$ cat src/rma_pkg.sv
// ----------------------------------------------------------------------------
// rma_pkg: shared types and constants of the receive metric averager
// Table geometry, operation and status codes, dB conversion constants.
// ----------------------------------------------------------------------------
`default_nettype none
package rma_pkg;
	localparam int TABLE_ENTRIES = 64;
	localparam int IDX_W = (TABLE_ENTRIES > 1) ? $clog2(TABLE_ENTRIES) : 1;
	localparam int REM_W = $clog2(TABLE_ENTRIES + 1);

	localparam logic [1:0] OP_UPDATE    = 2'd0;
	localparam logic [1:0] OP_CLEAR_ANT = 2'd1;
	localparam logic [1:0] OP_CLEAR_ALL = 2'd2;
	localparam logic [1:0] OP_NONE      = 2'd3;

	localparam logic [1:0] STAT_UPDATED = 2'd0;
	localparam logic [1:0] STAT_NEW     = 2'd1;
	localparam logic [1:0] STAT_FULL    = 2'd2;
	localparam logic [1:0] STAT_CLEAR   = 2'd3;

	localparam logic CFG_COMBINE_ANT  = 1'b0;
	localparam logic CFG_COMBINE_FREQ = 1'b1;

	localparam logic signed [14:0] DB_MIN  = -15'sd12800;
	localparam logic signed [14:0] DB_MAX  = 15'sd12800;
	localparam logic [24:0]        DB_COEF = 25'd12626113;

	typedef struct packed {
		logic [15:0] source;
		logic [15:0] antenna;
		logic [47:0] frequency;
		logic [31:0] count;
		logic [63:0] avg_rx;
		logic [63:0] avg_noise;
		logic [63:0] avg_sinr;
		logic [63:0] avg_inr;
	} entry_t;
endpackage
`default_nettype wire

$ cat src/rma_log.sv
// ----------------------------------------------------------------------------
// rma_log: fixed-point value to 1/64 dB
// Leading-one search a bit a cycle, 16 squaring steps, scale and round.
// ----------------------------------------------------------------------------
`default_nettype none
module rma_log (
	input  wire logic        clk,
	input  wire logic        arst_n,
	input  wire logic        start,
	input  wire logic [63:0] val,
	input  wire logic        frac48,
	output logic             done,
	output logic signed [14:0] db
);
	localparam logic [2:0] L_IDLE = 3'd0;
	localparam logic [2:0] L_NORM = 3'd1;
	localparam logic [2:0] L_SQ   = 3'd2;
	localparam logic [2:0] L_MUL  = 3'd3;
	localparam logic [2:0] L_RND  = 3'd4;

	logic [2:0]         st_q;
	logic               done_q;
	logic [63:0]        v_q;
	logic [5:0]         e_q;
	logic [31:0]        y_q;
	logic [15:0]        frac_q;
	logic [3:0]         k_q;
	logic               f48_q;
	logic signed [48:0] p_q;
	logic signed [14:0] db_q;

	logic [63:0]        sq;
	logic signed [7:0]  ef;
	logic signed [48:0] lq_ext;
	logic signed [48:0] coef_ext;
	logic signed [48:0] t;
	logic signed [16:0] r;

	assign sq       = 64'(y_q) * 64'(y_q);
	assign ef       = $signed({2'b00, e_q}) - (f48_q ? 8'sd48 : 8'sd32);
	assign lq_ext   = 49'($signed({ef, frac_q}));
	assign coef_ext = $signed({24'd0, rma_pkg::DB_COEF});
	assign t        = p_q + 49'sd2147483648;
	assign r        = t[48:32];

	always_ff @(posedge clk or negedge arst_n) begin
		if (!arst_n) begin
			st_q   <= L_IDLE;
			done_q <= 1'b0;
		end else begin
			done_q <= 1'b0;
			unique case (st_q)
				L_IDLE: begin
					if (start) begin
						if (val == 64'd0) begin
							db_q   <= rma_pkg::DB_MIN;
							done_q <= 1'b1;
						end else begin
							v_q   <= val;
							e_q   <= 6'd63;
							f48_q <= frac48;
							st_q  <= L_NORM;
						end
					end
				end
				L_NORM: begin
					if (v_q[63]) begin
						y_q    <= v_q[63:32];
						k_q    <= '0;
						frac_q <= '0;
						st_q   <= L_SQ;
					end else begin
						v_q <= {v_q[62:0], 1'b0};
						e_q <= e_q - 6'd1;
					end
				end
				L_SQ: begin
					// square the Q1.31 mantissa, renormalize into [1,2)
					if (sq[63])
						y_q <= sq[63:32];
					else
						y_q <= sq[62:31];
					frac_q <= {frac_q[14:0], sq[63]};
					k_q    <= k_q + 4'd1;
					if (k_q == 4'd15)
						st_q <= L_MUL;
				end
				L_MUL: begin
					p_q  <= lq_ext * coef_ext;
					st_q <= L_RND;
				end
				L_RND: begin
					if (r < 17'(rma_pkg::DB_MIN))
						db_q <= rma_pkg::DB_MIN;
					else if (r > 17'(rma_pkg::DB_MAX))
						db_q <= rma_pkg::DB_MAX;
					else
						db_q <= r[14:0];
					done_q <= 1'b1;
					st_q   <= L_IDLE;
				end
				default: st_q <= L_IDLE;
			endcase
		end
	end

	assign done = done_q;
	assign db   = db_q;
endmodule
`default_nettype wire

$ cat config.mk
export PLATFORM = sky130hd
export DESIGN_NAME = rma_log
export DESIGN_NICKNAME = d
export VERILOG_FILES = /design/src/rma_pkg.sv /design/src/rma_log.sv
export SDC_FILE = /design/constraint.sdc
export NUM_CORES = 2
export LEC_CHECK = 0
export ABC_CLOCK_PERIOD_IN_PS = 19560
export BUFFER_PORTS_ARGS = -buffer_cell sky130_fd_sc_hd__buf_4
export CAP_MARGIN = 20
export CORE_ASPECT_RATIO = 0.9
export CORE_UTILIZATION = 25
export DETAILED_ROUTE_END_ITERATION = 10
export PLACE_DENSITY = 0.4
export SLEW_MARGIN = 20
export SYNTH_ARGS = -nofsm -noshare
export SYNTH_HDL_FRONTEND = slang
export SYNTH_SLANG_ARGS = --single-unit
$ cat constraint.sdc
create_clock -name clk -period 19.56 [get_ports clk]
set_input_delay 3.912 -clock clk [delete_from_list [all_inputs] [get_ports clk]]
set_output_delay 3.912 -clock clk [all_outputs]
set_load 0.05 [all_outputs]
# Yosys cells after proc, flatten, opt, wreduce, memory -nomap -nowiden
# Index checks and enable logic that the tools add are counted.
dict set report totals {
  regBits 191
  input_bits 68
  out_inout_bits 16
  elab_cells 72
}
dict set report op_classes {
  add_sub_neg 4
  mul 2
  order_cmp 2
  eq_ne 11
  muxes 29
  bitwise 1
  reduce_logical 12
}
# op count
set ops {}
lappend ops {{$mux 64} 3}
lappend ops {{$pmux 64 s2} 1}
lappend ops {{$logic_not 64->1} 1}
lappend ops {{$mul 32x32->64} 1}
lappend ops {{$mux 32} 2}
lappend ops {{$pmux 32 s2} 1}
lappend ops {{$mux 15} 4}
lappend ops {{$add 49x33->49 const B} 1}
lappend ops {{$mul 23x25->48 const B} 1}
lappend ops {{$pmux 16 s2} 1}
lappend ops {{$pmux 15 s2} 1}
lappend ops {{$mux 6} 3}
lappend ops {{$gt 17x15->1 const B} 1}
lappend ops {{$lt 17x15->1 const B} 1}
lappend ops {{$mux 16} 1}
lappend ops {{$reduce_and 4->1} 4}
lappend ops {{$mux 3} 4}
lappend ops {{$ne 2x2->1 const B} 6}
lappend ops {{$pmux 3 s4} 1}
lappend ops {{$pmux 6 s2} 1}
lappend ops {{$pmux 4 s2} 1}
lappend ops {{$sub 6x6->7} 1}
lappend ops {{$eq 3x2->1 const B} 2}
lappend ops {{$reduce_bool 2->1} 3}
lappend ops {{14 further kinds} 15}

# Longest topological paths before layout
dict set report logic_depth {
  word_depth 5
  mapped_depth 32
  ltp_nobuf 27
}

# Worst setup path after synthesis
# No wires, ideal clock.
dict set report synth_path {
  path_type {register to register}
  from {register y_q[2]}
  to {register y_q[29] (data pin)}
  setup_ns 0.261
  arrival_ns 7.745
  t_required_ns 19.299
  setup_slack_ns 11.554
  path_stages_with_launch 28
  n_path_buf 2
  synth_period_minus_slack_ns 8.006
  cell_sequence {edfxtp_1 > clkbuf_1 > buf_1 > nand2_1 > fa_1 > inv_1 > fa_1 > inv_1 > fa_1 > fa_1 > inv_1 > fa_1 > inv_1 > fa_1 > inv_1 > fa_1 > fa_1 > ha_1 > nand3_1 > nor3_1 > or3b_1 > a31oi_1 > nor3_4 > o21ai_0 > a31oi_1 > o21bai_1 > mux2_2 > a221o_1}
}
dict set report synth_between {
  elab_chain_len 3
}
# item line
set synth_lines {}
lappend synth_lines {{start, declared} rma_log.sv:25} ;# logic [31:0] y_q;
lappend synth_lines {{start signal, assigned} rma_log.sv:68} ;# y_q <= v_q[63:32];
lappend synth_lines {{start signal, assigned} rma_log.sv:80} ;# y_q <= sq[63:32];
lappend synth_lines {{start signal, assigned} rma_log.sv:82} ;# y_q <= sq[62:31];
lappend synth_lines {{$mul 32x32->64} rma_log.sv:39} ;# assign sq = 64'(y_q) * 64'(y_q);
lappend synth_lines {{$mux 32} rma_log.sv:79} ;# if (sq[63])
lappend synth_lines {{$pmux 32 s2} rma_log.sv:52} ;# unique case (st_q)
# Every way passes these cells.
# A chain may end at the register's enable or synchronous reset.

# Final worst setup path
dict set report layout_path {
  from {register y_q[18]}
  to {register y_q[28] (data pin)}
}
# Same word-level chain as after synthesis.

==> out/metrics.csv <==
stage;metric;value;unit
status;status;finished clean;
routing;post-route ant nets;0;
place;HPWL Detailed;101000;um
sta;final setup fails;0;
sta;Final Skew;0.0188;ns
global_route;grt total ovfl;0;
clock_tree;Num CTS Buffers;17;
yosys;FF+latch count, synth;159;
place;gpl congestion;0.830;
sta;Final Hold Viols;0;
global_route;largest net degree at the start of global routing;71;
cells_and_area;# nets final;5953;
clock_tree;hold_buf cts;0;
setup_path;Critical Path Fanout Max;23;
sta;crit path time final;9.61;ns
clock_tree;htree depth;4;
routing;Avg WL per Cell;18.7;um
sta;Slew headroom;0.284;
clock_tree;worst-skew pair later-pin latency;0.46;ns
floorplan;# IOs;84;
floorplan;Die ar.;174000;sq um
clock_tree;Setup Buffers After CTS;0;
clock_tree;CTS root buf;clkbuf_16;
clock_tree;Sink Count;159;
sta;Worst-Margin Slew;1.07;ns
routing;WL met1;60400;um
place;dpl ws;9.94;ns
routing;DRC;0;
yosys;Post-synth EDFFs;155;
yosys;Async SR Flop Fraction;0.0252;
global_route;first-pass GRT wire length;199000;um
cells_and_area;Area Overhead vs Synth;8.75;%
clock_tree;Reg clk slew, reported paths;0.08;ns
routing;vias per cell;4.30;
clock_tree;post-CTS sizing;0;
cells_and_area;share of post-route cells with drive strength above 1;0.0455;
hold_path;Hold Path Class;flip-flop to flip-flop;
sta;f_max;0.104;GHz
setup_path;crit-path max cell delay;0.84;ns
sta;RSZ-0062 raised after global routing;false;
floorplan;chip height;396;um
yosys;Yosys cell types;81;
yosys;post-synthesis sequential area ratio;0.110;
routing;DR WL met3;3620;um
routing;top sig layer;met4;
routing;DRT Pass-1 Iters;5;
yosys;Mean Syn Cell Area;9.66;sq um
setup_path;Req. time, crit path;19.78;ns
yosys;Most used DFF post-synth;edfxtp_1;
sta;crit share post-route;0.491;
global_route;GRT Overall Usage;0.150;
sta;Final WS setup;9.95;ns
clock_tree;CTS tree;yes;
yosys;Cells after Synth;4471;
floorplan;Die X;440;um
setup_path;slowest cell on the critical path;edfxtp_1;
routing;initial DRC count;1534;
setup_path;critical path capture point type;flip-flop;
sta;Max Slew Vio Count;0;
setup_path;critical path class;flip-flop to flip-flop;
yosys;Synth Net Count;5971;
setup_path;Worst Setup Start Kind;flip-flop;
place;PortBufs;83;
setup_path;arrival time worst endpoint;9.83;ns
run;Max Cap Viol;0;
floorplan;core area;171000;sq um
setup_path;cell mode on critical path;fa_1;
floorplan;initial core utilization;0.252;
clock_tree;Max Root-Sink Buffers;2;
routing;met2 wire len;60800;um
sta;Sum Neg Setup Slack;0;ns
routing;routed vias;28937;
global_route;vias in the first global route;32416;
routing;Routed WL;126000;um
floorplan;Rows;144;
yosys;Synth Warn #;0;
yosys;synthesized cell area;43200;sq um
setup_path;CP Cell Sequence;buf_4 > nand2_1 > fa_1 > inv_1 > fa_1 > inv_1 > fa_1 > fa_1 > inv_1 > fa_1 > fa_1 > fa_1 > fa_1 > ha_1 > nand3_1 > nor3_1 > nand4_1 > a31oi_1 > nor3_4 > o21ai_0 > a31oi_1 > o21bai_1 > mux2_2 > a221o_1;
global_route;initial antenna violation count;12;
[logic make-up (layout without fill, tap and decap cells)]
kind of cell / after synthesis / after routing / synth area share
fa+ha+maj: 1432 / 1432 / 0.571
compound gates: 339 / 339 / 0.0523
mux: 14 / 14 / 0.00333
buf+inv: 1352 / 1347 / 0.118
simple gates: 1067 / 1067 / 0.123
flops: 159 / 159 / 0.110
xor+xnor: 108 / 108 / 0.0219
other cells: 0 / 4 / 0
[area by class of cell]
cell class / instances / area, sq um
Tap cell: 2263 / 2830
Clock buffer: 18 / 429
Timing Repair Buffer: 129 / 976
Multi-Input combinational cell: 2960 / 33300
Clock inverter: 14 / 159
Antenna cell: 4 / 10.0
Sequential cell: 159 / 4750
Fill cell: 18370 / 124000
Inverter: 1186 / 4450
[worst max-delay path, delay by kind of cell (launching register included)]
| family | cells | cell delay, ns |
|---|---|---|
| AOI/OAI and AO/OA | 5 | 1.61 |
| and+or+nand+nor | 5 | 1.38 |
| adders and majority gates | 9 | 4.46 |
| buffers and inverters | 4 | 0.70 |
| DFF | 1 | 0.84 |
| muxes | 1 | 0.38 |
[sequential cells by signal, summed over array words and instances (netlist names)]
name	cells
p_q	17
frac_q	16
v_q	64
f48_q	1
k_q	4
e_q	6
db	15
done	1
y_q	32
st_q	3
[per-layer routing]
metal | vias to the layer above | global-route usage
li1 | 13616 | -
met1 | 14898 | 0.214
met2 | 372 | 0.252
met3 | 51 | 0.0112
met4 | 0 | 0.0172
met5 | - | 0
[stage by stage]
| step | util | area [sq um] | cells | hold WS (ns) |
|---|---|---|---|---|
| floorplan | - | 43200 | 4471 | 0.521 |
| global placement | 0.270 | 46300 | 6696 | 0.527 |
| detailed placement | 0.270 | 46300 | 6697 | 0.533 |
| CTS | 0.274 | 46900 | 6729 | 0.551 |
| global route | 0.274 | 46900 | 6730 | 0.569 |
| finish | 0.274 | 46900 | 6733 | 0.547 |
[cell usage after synthesis, types with 10 or more instances]
master | number | area share
fa_1 | 899 | 0.42
buf_2 | 12 | 0.0014
nor3_1 | 31 | 0.0036
mux2i_1 | 11 | 0.0026
a31o_2 | 13 | 0.0026
nand3_1 | 39 | 0.0045
and3_1 | 15 | 0.0022
inv_1 | 1183 | 0.10
xor2_1 | 44 | 0.0089
o21bai_1 | 20 | 0.0035
a31oi_1 | 13 | 0.0019
o21ai_0 | 54 | 0.0063
clkbuf_1 | 147 | 0.013
nand4_1 | 23 | 0.0033
a21o_1 | 36 | 0.0063
nor2_1 | 107 | 0.0093
nor2b_1 | 13 | 0.0019
xnor2_1 | 64 | 0.013
nand3b_1 | 66 | 0.011
and2_1 | 248 | 0.036
edfxtp_1 | 155 | 0.11
a21oi_1 | 104 | 0.012
nor4_1 | 21 | 0.0030
o211ai_1 | 18 | 0.0031
or2_2 | 10 | 0.0014
ha_1 | 533 | 0.15
nand2_1 | 461 | 0.040
[cells in the final DEF (no fill, tap or decap), types with 39 or more instances in the layout]
master	n
fa_1	899
o21ai_0	54
nand3b_1	66
buf_4	128
nand2_1	460
nand3_1	39
nor2_1	107
ha_1	533
a21oi_1	104
and2_1	247
xor2_1	44
edfxtp_1	155
inv_1	1183
xnor2_1	64
[worst paths after layout]
kind / start / endpoint / slack [ns] / depth (start not counted)
setup / recovery: y_q[18] / y_q[28] / 9.95 / 24
hold / removal: v_q[15] / v_q[16] / 0.55 / 2
setup reg to reg: y_q[18] / y_q[28] / 9.95 / 24
hold reg to reg: v_q[15] / v_q[16] / 0.55 / 2
max in group asynchronous: arst_n / st_q[0] / 16.18 / 1
min in group asynchronous: arst_n / done / 3.26 / 1
Power is left out: the tool's default activity adds up to more than one toggle a clock period on the data nets, which glitch-free logic cannot reach.
