**src/rma_div.sv**
```systemverilog
// ----------------------------------------------------------------------------
// rma_div: 128 by 64 bit restoring divider, one quotient bit per cycle
// Quotient saturates to all ones when it does not fit in 64 bits.
// ----------------------------------------------------------------------------
`default_nettype none
module rma_div (
	input  wire logic         clk,
	input  wire logic         arst_n,
	input  wire logic         start,
	input  wire logic [127:0] num,
	input  wire logic [63:0]  den,
	output logic              done,
	output logic [63:0]       quo
);
	logic         busy_q;
	logic [6:0]   cnt_q;
	logic         done_q;
	logic [127:0] n_q;
	logic [63:0]  d_q;
	logic [63:0]  r_q;
	logic [63:0]  q_q;
	logic         sat_q;
	logic [64:0]  rsh;
	logic [64:0]  diff;
	logic         ge;

	assign rsh  = {r_q, n_q[127]};
	assign ge   = rsh >= {1'b0, d_q};
	assign diff = rsh - {1'b0, d_q};

	always_ff @(posedge clk or negedge arst_n) begin
		if (!arst_n) begin
			busy_q <= 1'b0;
			cnt_q  <= '0;
			done_q <= 1'b0;
		end else begin
			done_q <= 1'b0;
			if (start) begin
				busy_q <= 1'b1;
				cnt_q  <= '0;
			end else if (busy_q) begin
				cnt_q <= cnt_q + 7'd1;
				if (cnt_q == 7'd127) begin
					busy_q <= 1'b0;
					done_q <= 1'b1;
				end
			end
		end
	end

	always_ff @(posedge clk) begin
		if (start) begin
			n_q   <= num;
			d_q   <= den;
			r_q   <= '0;
			q_q   <= '0;
			sat_q <= 1'b0;
		end else if (busy_q) begin
			n_q <= {n_q[126:0], 1'b0};
			r_q <= ge ? diff[63:0] : rsh[63:0];
			q_q <= {q_q[62:0], ge};
			// upper half of the quotient must stay zero
			if (ge && !cnt_q[6])
				sat_q <= 1'b1;
		end
	end

	assign done = done_q;
	assign quo  = sat_q ? '1 : q_q;
endmodule
`default_nettype wire

```
**config.mk**
```make
export PLATFORM = sky130hd
export DESIGN_NAME = rma_div
export DESIGN_NICKNAME = d
export VERILOG_FILES = /design/src/rma_div.sv
export SDC_FILE = /design/constraint.sdc
export NUM_CORES = 1
export LEC_CHECK = 0
export BUFFER_PORTS_ARGS = -buffer_cell sky130_fd_sc_hd__buf_2
export CAP_MARGIN = 20
export CORE_MARGIN = 2
export CORE_UTILIZATION = 50
export CTS_BUF_LIST = sky130_fd_sc_hd__clkbuf_16
export DETAILED_ROUTE_END_ITERATION = 8
export PLACE_DENSITY = 0.79
export SYNTH_ARGS = -nofsm -noshare
export SYNTH_HDL_FRONTEND = slang
export SYNTH_SLANG_ARGS = --single-unit
```
**constraint.sdc**
```tcl
create_clock -name clk -period 4.9 [get_ports clk]
set_input_delay 0.245 -clock clk [delete_from_list [all_inputs] [get_ports clk]]
set_output_delay 0.245 -clock clk [all_outputs]
set_load 0.005 [all_outputs]
```
Word-level counts from Yosys, hierarchy flattened:

Cells that the tools add are included.

* reduce and logical (&&, ||, !) cells: 4
* magnitude comparators: 1
* add/sub/neg operators: 2
* eq/ne operators: 1
* multiplexer cells: 12

Operators by type and width (number)
* $mux W128: 2
* $mux W64: 2
* $ge A65 B64 Y1: 1
* $sub A64 B64 Y64: 1
* $mux W7: 2
* $add A7 B1 Y7 const B: 1
* $eq A7 B7 Y1 const B: 1
* $mux W1: 6
* $reduce_and A2 Y1: 1
* $reduce_bool A2 Y1: 1
* $logic_and A1 B1 Y1: 1
* $logic_not A1 Y1: 1

* input port bits: 195
* output and inout bits: 65
* register bits: 330

Longest topological paths before layout:

Gate-level depths: netlist of run 1.

* depth in word-level cells: 4
* gate-level depth with buffers: 16
* depth with buffers taken out: 14

Least setup slack after synthesis of run 1:

No wires, ideal clock.

* path kind: register to register
* start point: reg busy_q
* end point: reg n_q[0] (enable)
* setup time: 480 ps
* path slack: 1021 ps
* cell stages (with the launch flop): 5
* data required time: 4420 ps
* arrival: 3398 ps
* cells stage by stage: dfrtp_1 clkbuf_1 clkbuf_1 nor2_1 inv_1

* longest elaborated chain between the ends: 1

Ends and longest elaborated chain
* start: declaration: RTL line 15 `logic busy_q;`
* start signal: assignment: RTL line 33 `busy_q <= 1'b0;`
* start signal: assignment: RTL line 39 `busy_q <= 1'b1;`
* start signal: assignment: RTL line 44 `busy_q <= 1'b0;`
* $reduce_bool A2 Y1 (no source line)
* end signal: assignment: RTL line 53 `n_q <= num;`
* end signal: assignment: RTL line 59 `n_q <= {n_q[126:0], 1'b0};`
* end: declaration: RTL line 18 `logic [127:0] n_q;`

No other way between the ends.
A chain may end at the register's enable or synchronous reset.

Worst setup path after layout of run 1:

* start point: reg d_q[1]
* end point: reg r_q[41]

* longest elaborated chain between the ends: 2
* elaborated cells between the ends (all ways): 3
* those cells by class: add/sub: 1; order compare: 1; mux: 1

Ends and longest elaborated chain
* start: declaration: RTL line 19 `logic [63:0] d_q;`
* start signal: assignment: RTL line 54 `d_q <= den;`
* $sub A64 B64 Y64 or $ge A65 B64 Y1 (tied branches): RTL line 29, 28
* $mux W64 *: RTL line 60 `r_q <= ge ? diff[63:0] : rsh[63:0];`
* end signal: assignment: RTL line 60
* end: declaration: RTL line 20 `logic [63:0] r_q;`

Mark *: on every way between the ends. The rest lies on a longest branch, timed or not.

==> results of run 1 <==
## synth_stat cells (4+ instances only)
library cell / number / area [µm²]
a22oi_1: 4 / 30.0
nand3_1: 23 / 115
nor4_1: 5 / 31.3
nand2b_1: 13 / 81.3
nand4_1: 22 / 138
o22ai_1: 5 / 31.3
nor3_1: 6 / 30.0
or2_2: 65 / 407
edfxtp_1: 192 / 5770
o21ai_0: 50 / 250
nand2_1: 147 / 552
o21bai_1: 13 / 97.6
dfrtp_1: 9 / 225
nor2b_1: 9 / 56.3
o31ai_1: 7 / 52.6
mux2i_1: 72 / 721
nor2_1: 161 / 604
and3_1: 5 / 31.3
ha_1: 65 / 813
dfxtp_1: 129 / 2580
xor2_1: 30 / 263
inv_1: 81 / 304
a211oi_1: 21 / 158
o211ai_1: 5 / 37.5
a21o_1: 32 / 240
a31oi_1: 9 / 56.3
a311oi_1: 32 / 280
a21oi_1: 88 / 440
mux2_2: 128 / 1440
and2_1: 4 / 25.0
o21a_1: 11 / 82.6
xnor2_1: 32 / 280
or3_1: 6 / 37.5
clkbuf_1: 82 / 308
## registers in the layout, summed over array words and instances (netlist names)
name,cells
busy_q,1
n_q,128
cnt_q,7
done,1
d_q,64
q_q,64
r_q,64
sat_q,1
## final cells by class
| class | instances | area, µm² |
|---|---|---|
| diodes | 5 | 12.5 |
| fillers | 2702 | 12400 |
| multi-input cells | 1111 | 7790 |
| clock buffers | 38 | 951 |
| clock inverters | 32 | 320 |
| flip-flops and latches | 330 | 8580 |
| well taps | 448 | 561 |
| repair buffers | 389 | 2600 |
| inverters | 83 | 314 |
## power groups by stage
stage | Clock, mW | Combinational (mW) | Sequential, mW
after detailed placement | 0 | 3.57 | 3.63
after floorplan | 0 | 2.69 | 3.54
after global routing | 3.07 | 4.10 | 3.62
after CTS | 2.96 | 3.67 | 3.58
final | 2.92 | 3.70 | 3.58
after global placement | 0 | 3.51 | 3.61
## metal layers
metal,vias up,track usage
met4,0,0.0901
met2,459,0.382
met1,6291,0.292
li1,6481,-
met5,-,0
met3,109,0.0510
## path summary, 6_finish.rpt
check | startpoint | cells past startpoint | slack (ps) | endpoint
worst max-delay path | d_q[1] | 12 | 790 | r_q[41]
worst min-delay path | num[54] | 2 | 10 | n_q[54]
worst max register to register | d_q[1] | 12 | 790 | r_q[41]
worst min register to register | r_q[13] | 2 | 480 | r_q[13]
max in group asynchronous | arst_n | 2 | 4550 | busy_q
min in group asynchronous | arst_n | 2 | 140 | cnt_q[3]
## cells by family (layout without fill, tap and decap cells)
group | Yosys count | in the layout
xor gates and xnor gates | 62 | 62
and+or+nand+nor | 473 | 473
other | 0 | 5
muxes | 200 | 200
DFF | 330 | 330
adders and majority gates | 66 | 66
buffers and inverters | 175 | 542
AOI/OAI and AO/OA | 310 | 310
## repair_timing
item / CTS / global route
endpoints found under the setup margin: 0 / 0
endpoints found under the hold margin: 130 / 1
setup buffers: 0 / 0
hold buffers: 122 / 1
resized for setup: 0 / 0
==> metrics.txt, run 1 <==
Seq/Total Area, Yosys=0.503; CP max FO=79; Post-Place Setup Slack=826 ps; final setup fails=0; port bufs=259; final cycle utilization of the critical path=0.839; mux share of post-synthesis cell area=0.127; H-tree depth=2; GRT Overall Usage=0.230; Data arrival, critical path=4570 ps; I/O Pins=260; DP Cell Count=2238; DP HPWL=27200 µm; CP max stage delay=740 ps; WL met3=2840 µm; Max Freq=0.243 GHz; status=finished clean; Antenna Violating Nets Remaining=0; fin cells=2436; Placer Congestion=0.956; commonest non-fill, non-tap cell in the layout=buf_2; first-pass GRT wire length=66900 µm; Max VDD drop=424 µV; CTS Buf Count=38; Max Slew Vio Count=0; Async SR Flop Fraction=0.0273; leakage dissipation=9.61 nW; Clock Path Buffers=3; 1st-iter DRT viols=777; Post-Layout Inst Area=21100 µm²; crit path time final=4110 ps; hold_ws=13.6 ps; Synth Area in Adders=0.0489; Switching Share=0.342; final WL=41900 µm; Hold Crit Class=input pin to register; Reg clk slew, reported paths=60 ps; RSZ-0062 raised after global routing=false; TritonRoute pass-1 iters=7; Simple-Gate Fraction of Synth Area=0.127; core area=33500 µm²; Reg power frac=0.352; Starting Density=0.508; PwrDens=483 nW/µm²; worst-case headroom to the max-slew limit=0.252; clock group share of total power=0.286; Rows=67; Yosys reg bits=330; DRT met1 WL=17700 µm; Final Hold Viols=0; net switching power figure=3.49 mW; Worst Setup End Kind=register; CP bufs+invs=2; GRT Residual Overflow=0; crit start category=register; number of synthesized flops with an enable pin=192; TNS Setup=0 ps; Comb power frac=0.362; TritonCTS clock tree=yes; Root Buffer=clkbuf_16; drc violations=0; die height=189 µm; worst clock skew=27.7 ps; Synth Area in Compound Gates=0.123; share of layout cells above drive strength 1=0.264; largest family of logic cells by synthesized area=simple AND/OR/NAND/NOR gates; largest net degree at the start of global routing=200; Pwr Total=10.2 mW; CP cell instances=inv_1, ha_1, nor2b_1, o2111ai_1, a21oi_1, o211ai_1, a311oi_2, a31oi_1, o41ai_4, buf_4, nand2_1, o22ai_1; Int Power=6.71 mW; antenna violations before repair=3; DIE AREA=35600 µm²; critical path class=register to register; Ys Warns=0; Mapped Cells=1616; via count=13340; Yosys cell types=66; Synth Cell Area=17000 µm²; XOR/XNOR Fraction of Synth Area=0.0319; most frequent cells in the layout=258 x buf_2, 192 x edfxtp_1, 161 x nor2_1; Via density=5.48; required time worst endpoint=5350 ps; Placed Area=18600 µm²; crit path max-delay cell type=buf_4; ys flop type=edfxtp_1; slew of the pin with the lowest slew margin=1120 ps; CP delay by family, top=compound AO/OA/AOI/OAI gates; Final Core Density=0.630; syn avg cell area=10.6 µm²; CTS Sinks=330; Area growth syn-to-layout=23.9%; Worst-Skew Late Latency=540 ps; syn nets=1877; NumNets Final=2214; Highest Signal Layer=met4; Final Worst Setup Slack=787 ps; Avg WL per Cell=17.2 µm; met2 WL=19800 µm; vias in the first global route=13354; MaxCap Viol Count=0; Die Wd=189 µm
(Power assumes the default switching activity.)
==> inputs of run 2 (changes only) <==
ABC_AREA = 1   (was not set)
PLACE_DENSITY = 0.78   (was 0.79)
clock period = 4 ns   (was 4.9 ns; I/O delays follow)
==> run 2 against run 1 <==
Compared with the run above:
- synthesized cell count increased by 67%
- sequential cell count is the same
- routed wire length grew 46%
- sequential share of layout area decreased by 4.6 points
- design area is 13% higher
- largest cell class unchanged
- largest power group is now registers
==> metrics.txt, run 2 <==
status=finished clean; Synth Cell Area=19100 µm² (+12%); commonest non-fill, non-tap cell in the layout=nand2_1; top cell type's share of synthesized area=0.303 (-0.0356); Synth Area in Compound Gates=0.0491 (-0.0736); Yosys cell types=41 (-38%); fin cells=3667 (+51%); final cycle utilization of the critical path=0.778 (-0.0618); largest family of logic cells by synthesized area=simple AND/OR/NAND/NOR gates; Root Buffer=clkbuf_16; Max Slew Vio Count=0 (unchanged); TritonCTS clock tree=yes; leakage dissipation=12.9 nW (+34%); RSZ-0062 raised after global routing=false; worst clock skew=31.3 ps (+3.65 ps); vias in the first global route=18533 (+39%); TritonRoute pass-1 iters=6 (-1); max FFs per register=128 (unchanged); core area=37600 µm² (+12%); die height=199 µm (+5.6%); CTS Sinks=330 (unchanged); Avg WL per Cell=16.7 µm (-3.0%); Max VDD drop=515 µV (+21%); 1st-iter DRT viols=1645 (+110%); crit start category=register; Synth area leaders=edfxtp_1 30%, nand2_1 24%, dfxtp_1 14%; Async SR Flop Fraction=0.0273 (unchanged); hold_ws=87.0 ps (+73.4 ps); ys flop type=edfxtp_1; Die Wd=199 µm (+5.6%); Via density=5.11 (-6.7%); TNS Setup=0 ps (unchanged); MaxCap Viol Count=0 (unchanged); critical path class=register to register; Starting Density=0.507 (-0.00142); Hold Crit Class=input pin to asynchronous set/reset pin; largest net degree at the start of global routing=118 (-41%); most frequent cells in the layout=1225 x nand2_1, 470 x inv_1, 258 x buf_2; Ys Warns=0 (unchanged); PwrDens=340 nW/µm² (-30%); CTS Buf Count=37 (-2.6%); H-tree depth=2 (unchanged); Yosys reg bits=330 (unchanged); share of layout cells above drive strength 1=0.113 (-0.151); Synth top cells by count=1225 x nand2_1, 466 x inv_1, 192 x edfxtp_1; Clock Path Buffers=3 (unchanged); count leader, synth=nand2_1; via count=18727 (+40%); Final Hold Viols=0 (unchanged); worst-case headroom to the max-slew limit=0.301 (+0.0486); FF-to-FF setup slack=890 ps (+100 ps); XOR/XNOR Fraction of Synth Area=0.0147 (-0.0171); Rows=71 (+6.0%); drc violations=0 (unchanged); GRT Overall Usage=0.304 (+0.0743); Data arrival, critical path=3550 ps (-1020 ps); Synth Area in Adders=0.0437 (-0.00514); fill count=3211 (+19%); Largest Register=n_q; I/O Pins=260 (unchanged); Antenna Violating Nets Remaining=0 (unchanged); Mapped Cells=2701 (+67%); Simple-Gate Fraction of Synth Area=0.327 (+0.200); Area growth syn-to-layout=25.0%; Pwr Total=8.09 mW (-21%); Placer Congestion=0.986 (+3.1%); syn nets=2962 (+58%); crit path time final=3110 ps (-1000 ps); CP max FO=38 (-52%); slew of the pin with the lowest slew margin=1050 ps (-74.4 ps); Seq/Total Area, Yosys=0.450 (-0.0529); Worst Setup End Kind=register; port bufs=259 (unchanged); Worst-Skew Late Latency=570 ps (+30 ps); syn avg cell area=7.05 µm² (-33%); DIE AREA=39700 µm² (+11%); first-pass GRT wire length=94600 µm (+41%); NumNets Final=3385 (+53%); number of synthesized flops with an enable pin=192 (unchanged); GRT Residual Overflow=0 (unchanged); Max Freq=0.321 GHz (+32%); final WL=61200 µm (+46%); required time worst endpoint=4440 ps (-910 ps); mux share of post-synthesis cell area=0 (-0.127); DP Cell Count=3402 (+52%); Reg clk slew, reported paths=60 ps (about the same); antenna violations before repair=3 (unchanged); final setup fails=0 (unchanged); DP HPWL=40500 µm (+49%); Placed Area=20700 µm² (+11%); area leader, netlist=edfxtp_1; Post-Layout Inst Area=23800 µm² (+13%)
run 2: worst max-delay path, stage by stage (launching register included):
cell	delay, ps
edfxtp_1	330
inv_1	50
ha_1	340
nand2_1	130
nor2_2	200
nand3_1	120
nand3_2	140
nand2_1	60
nand2_1	200
nand2_1	150
nand2_2	130
nand2_2	90
nand2_4	280
buf_4	440
nand2_1	130
nand3_1	90
nand2_1	60
run 2: final timing paths:
path | start | end | cells past startpoint
setup / recovery | d_q[8] | r_q[21] | 16
hold / removal | arst_n | cnt_q[6] | 2
setup reg to reg | d_q[8] | r_q[21] | 16
hold reg to reg | r_q[14] | r_q[14] | 2
max in group asynchronous | arst_n | cnt_q[2] | 2
min in group clk | start | d_q[1] | 1
run 2: area by class of cell:
cell class,count,area (µm²),area share
Antenna cell,3,7.51,0.000315
Clock buffer,39,976,0.0410
Clock inverter,29,183,0.00767
Inverter,476,1790,0.0753
Multi-Input combinational cell,1814,8300,0.348
Sequential cell,330,8570,0.360
Tap cell,511,639,0.0268
Timing Repair Buffer,465,3350,0.141
run 2: logic make-up (layout without fill, tap and decap cells):
logic type	after synthesis	count (layout)
AOI/OAI and AO/OA	165	165
xor gates and xnor gates	32	32
adders and majority gates	66	66
buffers and inverters	557	1009
DFF	330	330
other	0	3
and+or+nand+nor	1551	1551
run 2: report_power, final:
group          total (mW)  internal (mW)  switching (mW)
logic               0.926          0.394           0.532
clock network        3.30           1.85            1.45
registers            3.87           3.80          0.0695
run 2: stage by stage:
step,utilization,worst slack [ps]
finish,0.634,889
global route,0.634,656
CTS,0.633,905
detailed placement,0.551,912
global placement,0.551,934
floorplan,-,759
run 2: per-layer routing:
metal	global-route usage	part of all wire	vias up
met4	0.135	0.041	2
met2	0.526	0.48	804
met3	0.0552	0.072	155
li1	-	-	9174
met1	0.370	0.40	8592
met5	0	0.00021	-
run 2: what timing repair did:
item,CTS,global route
hold endpoints to repair,201,0
buffers inserted,0,0
hold buffers,193,0
resized for setup,0,0
==> inputs of run 3 (changes only) <==
clock period = 2.99 ns   (was 4 ns; I/O delays follow)
==> run 3 against run 2 <==
Compared with the run above:
- routed wire length shrank 1.7%
- maximum frequency grew 13%
- critical path depth is the same
- combinational power grew 33%
- global-route usage grew 0.11 points
- first-iteration DRC count shrank 4.7%
- die area is the same
- sequential power grew 34%
- worst setup slack lost 660 ps
- power grew 32%
- clock skew shrank 3.5 ps
- cell count grew 0.11%
==> metrics.txt, run 3 (synthesis gave the netlist of run 2 again) <==
FF-to-FF setup slack=230 ps (-660 ps); Worst Setup EP=r_q[4]; clock group share of total power=0.400 (-0.008); crit path time final=2760 ps (-352 ps); Largest Register=n_q; Worst R2R Start=d_q[8]; Int Power=7.96 mW (+32%); drc violations=0 (unchanged); crit start category=register; slew of the pin with the lowest slew margin=1020 ps (-24.7 ps); most frequent cells in the layout=1225 x nand2_1, 472 x inv_1, 258 x buf_2; Clock Path Buffers=3 (unchanged); Worst Setup End Kind=register; vias in the first global route=18323 (-1.1%); Max Freq=0.362 GHz (+13%); Post-Layout Inst Area=23900 µm² (+0.22%); final setup fails=0 (unchanged); TritonCTS clock tree=yes; crit path max-delay cell type=ha_1; final WL=60100 µm (-1.7%); DP Cell Count=3411 (+0.26%); required time worst endpoint=3420 ps (-1020 ps); Die Wd=199 µm (unchanged); Antenna Violating Nets Remaining=0 (unchanged); Placer Congestion=1.04 (+5.8%); NumNets Final=3392 (+0.21%); Starting Density=0.507 (unchanged); H-tree depth=2 (unchanged); DIE AREA=39700 µm² (unchanged); Avg WL per Cell=16.4 µm (-1.8%); PwrDens=447 nW/µm² (+32%); Comb power frac=0.116 (+0.002); RSZ-0062 raised after global routing=false; Area growth syn-to-layout=25.3%; CP cell instances=inv_1, ha_1, nand2_1, nor2_2, nand3_1, nand3_2, nand2_1, nand2_1, nand2_1, nand2_2, nand2_2, nand2_4, buf_4, nand2_1, nand3_1, o21ai_1; Rows=71 (unchanged); status=finished clean; 1st-iter DRT viols=1568 (-4.7%); Reg clk slew, reported paths=60 ps (about the same); I/O Pins=260 (unchanged); commonest non-fill, non-tap cell in the layout=nand2_1; CTS Sinks=330 (unchanged); Switching Share=0.254 (about the same); Data arrival, critical path=3190 ps (-360 ps); CP max FO=16 (-58%); Register-to-Register Path Depth=16 (unchanged); Final Core Density=0.635 (+0.00140); largest net degree at the start of global routing=127 (+7.6%); Final Worst Setup Slack=231 ps (-658 ps); Hold Crit Class=input pin to asynchronous set/reset pin; port bufs=259 (unchanged); leakage dissipation=12.9 nW (+0.36%); CP max stage delay=340 ps (-100 ps); hold_ws=67.5 ps (-19.5 ps); max FFs per register=128 (unchanged); Worst-Skew Late Latency=570 ps (about the same); DP HPWL=40300 µm (-0.36%); critical path class=register to register; GRT Residual Overflow=0 (unchanged); Max Slew Vio Count=0 (unchanged); Placed Area=20800 µm² (+0.63%); RR Endpoint=r_q[4]; net switching power figure=2.71 mW (+32%); CP startpoint=d_q[8]; core area=37600 µm² (unchanged); Pwr Total=10.7 mW (+32%); Via density=5.11 (about the same); CTS Buf Count=36 (-2.7%); Post-Place Setup Slack=215 ps (-697 ps); fin cells=3671 (+0.11%); GRT Overall Usage=0.305 (+0.00111); share of layout cells above drive strength 1=0.114 (+0.00109); worst-case headroom to the max-slew limit=0.318 (+0.0175); Max VDD drop=549 µV (+6.7%); TNS Setup=0 ps (unchanged); Reg power frac=0.484 (+0.006); via count=18742 (+0.080%); die height=199 µm (unchanged); worst clock skew=27.8 ps (-3.49 ps); cell mode on critical path=nand2_1; antenna violations before repair=2 (-1); final cycle utilization of the critical path=0.923 (+0.145); first-pass GRT wire length=94700 µm (+0.11%); Root Buffer=clkbuf_16; Final Hold Viols=0 (unchanged); MaxCap Viol Count=0 (unchanged); TritonRoute pass-1 iters=5 (-1)
[run 3: worst max-delay path, delay by kind of cell (launching register included)]
kind                       cells  cell delay (ps)
buffers and inverters          2              320
AOI/OAI and AO/OA              1               60
adders and majority gates      1              340
and+or+nand+nor               12             1560
DFF                            1              320
[run 3: area by class of cell]
class                           count  area [µm²]
Multi-Input combinational cell   1814        8300
Inverter                          476        1790
Tap cell                          511         639
Timing Repair Buffer              473        3460
Sequential cell                   330        8570
Clock inverter                     28         176
Fill cell                        3192       13700
Antenna cell                        2        5.00
Clock buffer                       37         926
[run 3: layer usage]
metal | global-route usage | wire (µm)
met1 | 0.384 | 24700
met2 | 0.521 | 28800
met3 | 0.0557 | 4490
met4 | 0.117 | 2220
met5 | 0 | 0
[run 3: how the worst min path moves through the flow]
stage / startpoint / endpoint / slack (ps) / cells after the start
after detailed placement: arst_n / done / 20 / 1
final: arst_n / done / 70 / 2
after global placement: arst_n / done / 10 / 1
after CTS: start / d_q[58] / 30 / 1
after global routing: arst_n / done / 60 / 2
after floorplan: arst_n / busy_q / -150 / 0
[run 3: what timing repair did]
action                     4_1_cts  5_1_grt
setup endpoints to repair        0       11
resized for setup                0        2
hold buffers                   193        0
hold endpoints to repair       201        0
setup buffers                    0        0
[run 3: power by group through the flow]
stage                     logic, mW  clock network (mW)  registers, mW
after global routing           1.37                4.52           5.19
after global placement        0.964                   0           5.24
after floorplan               0.639                   0           5.22
after CTS                      1.18                4.33           5.15
after detailed placement      0.979                   0           5.25
final                          1.23                4.27           5.17
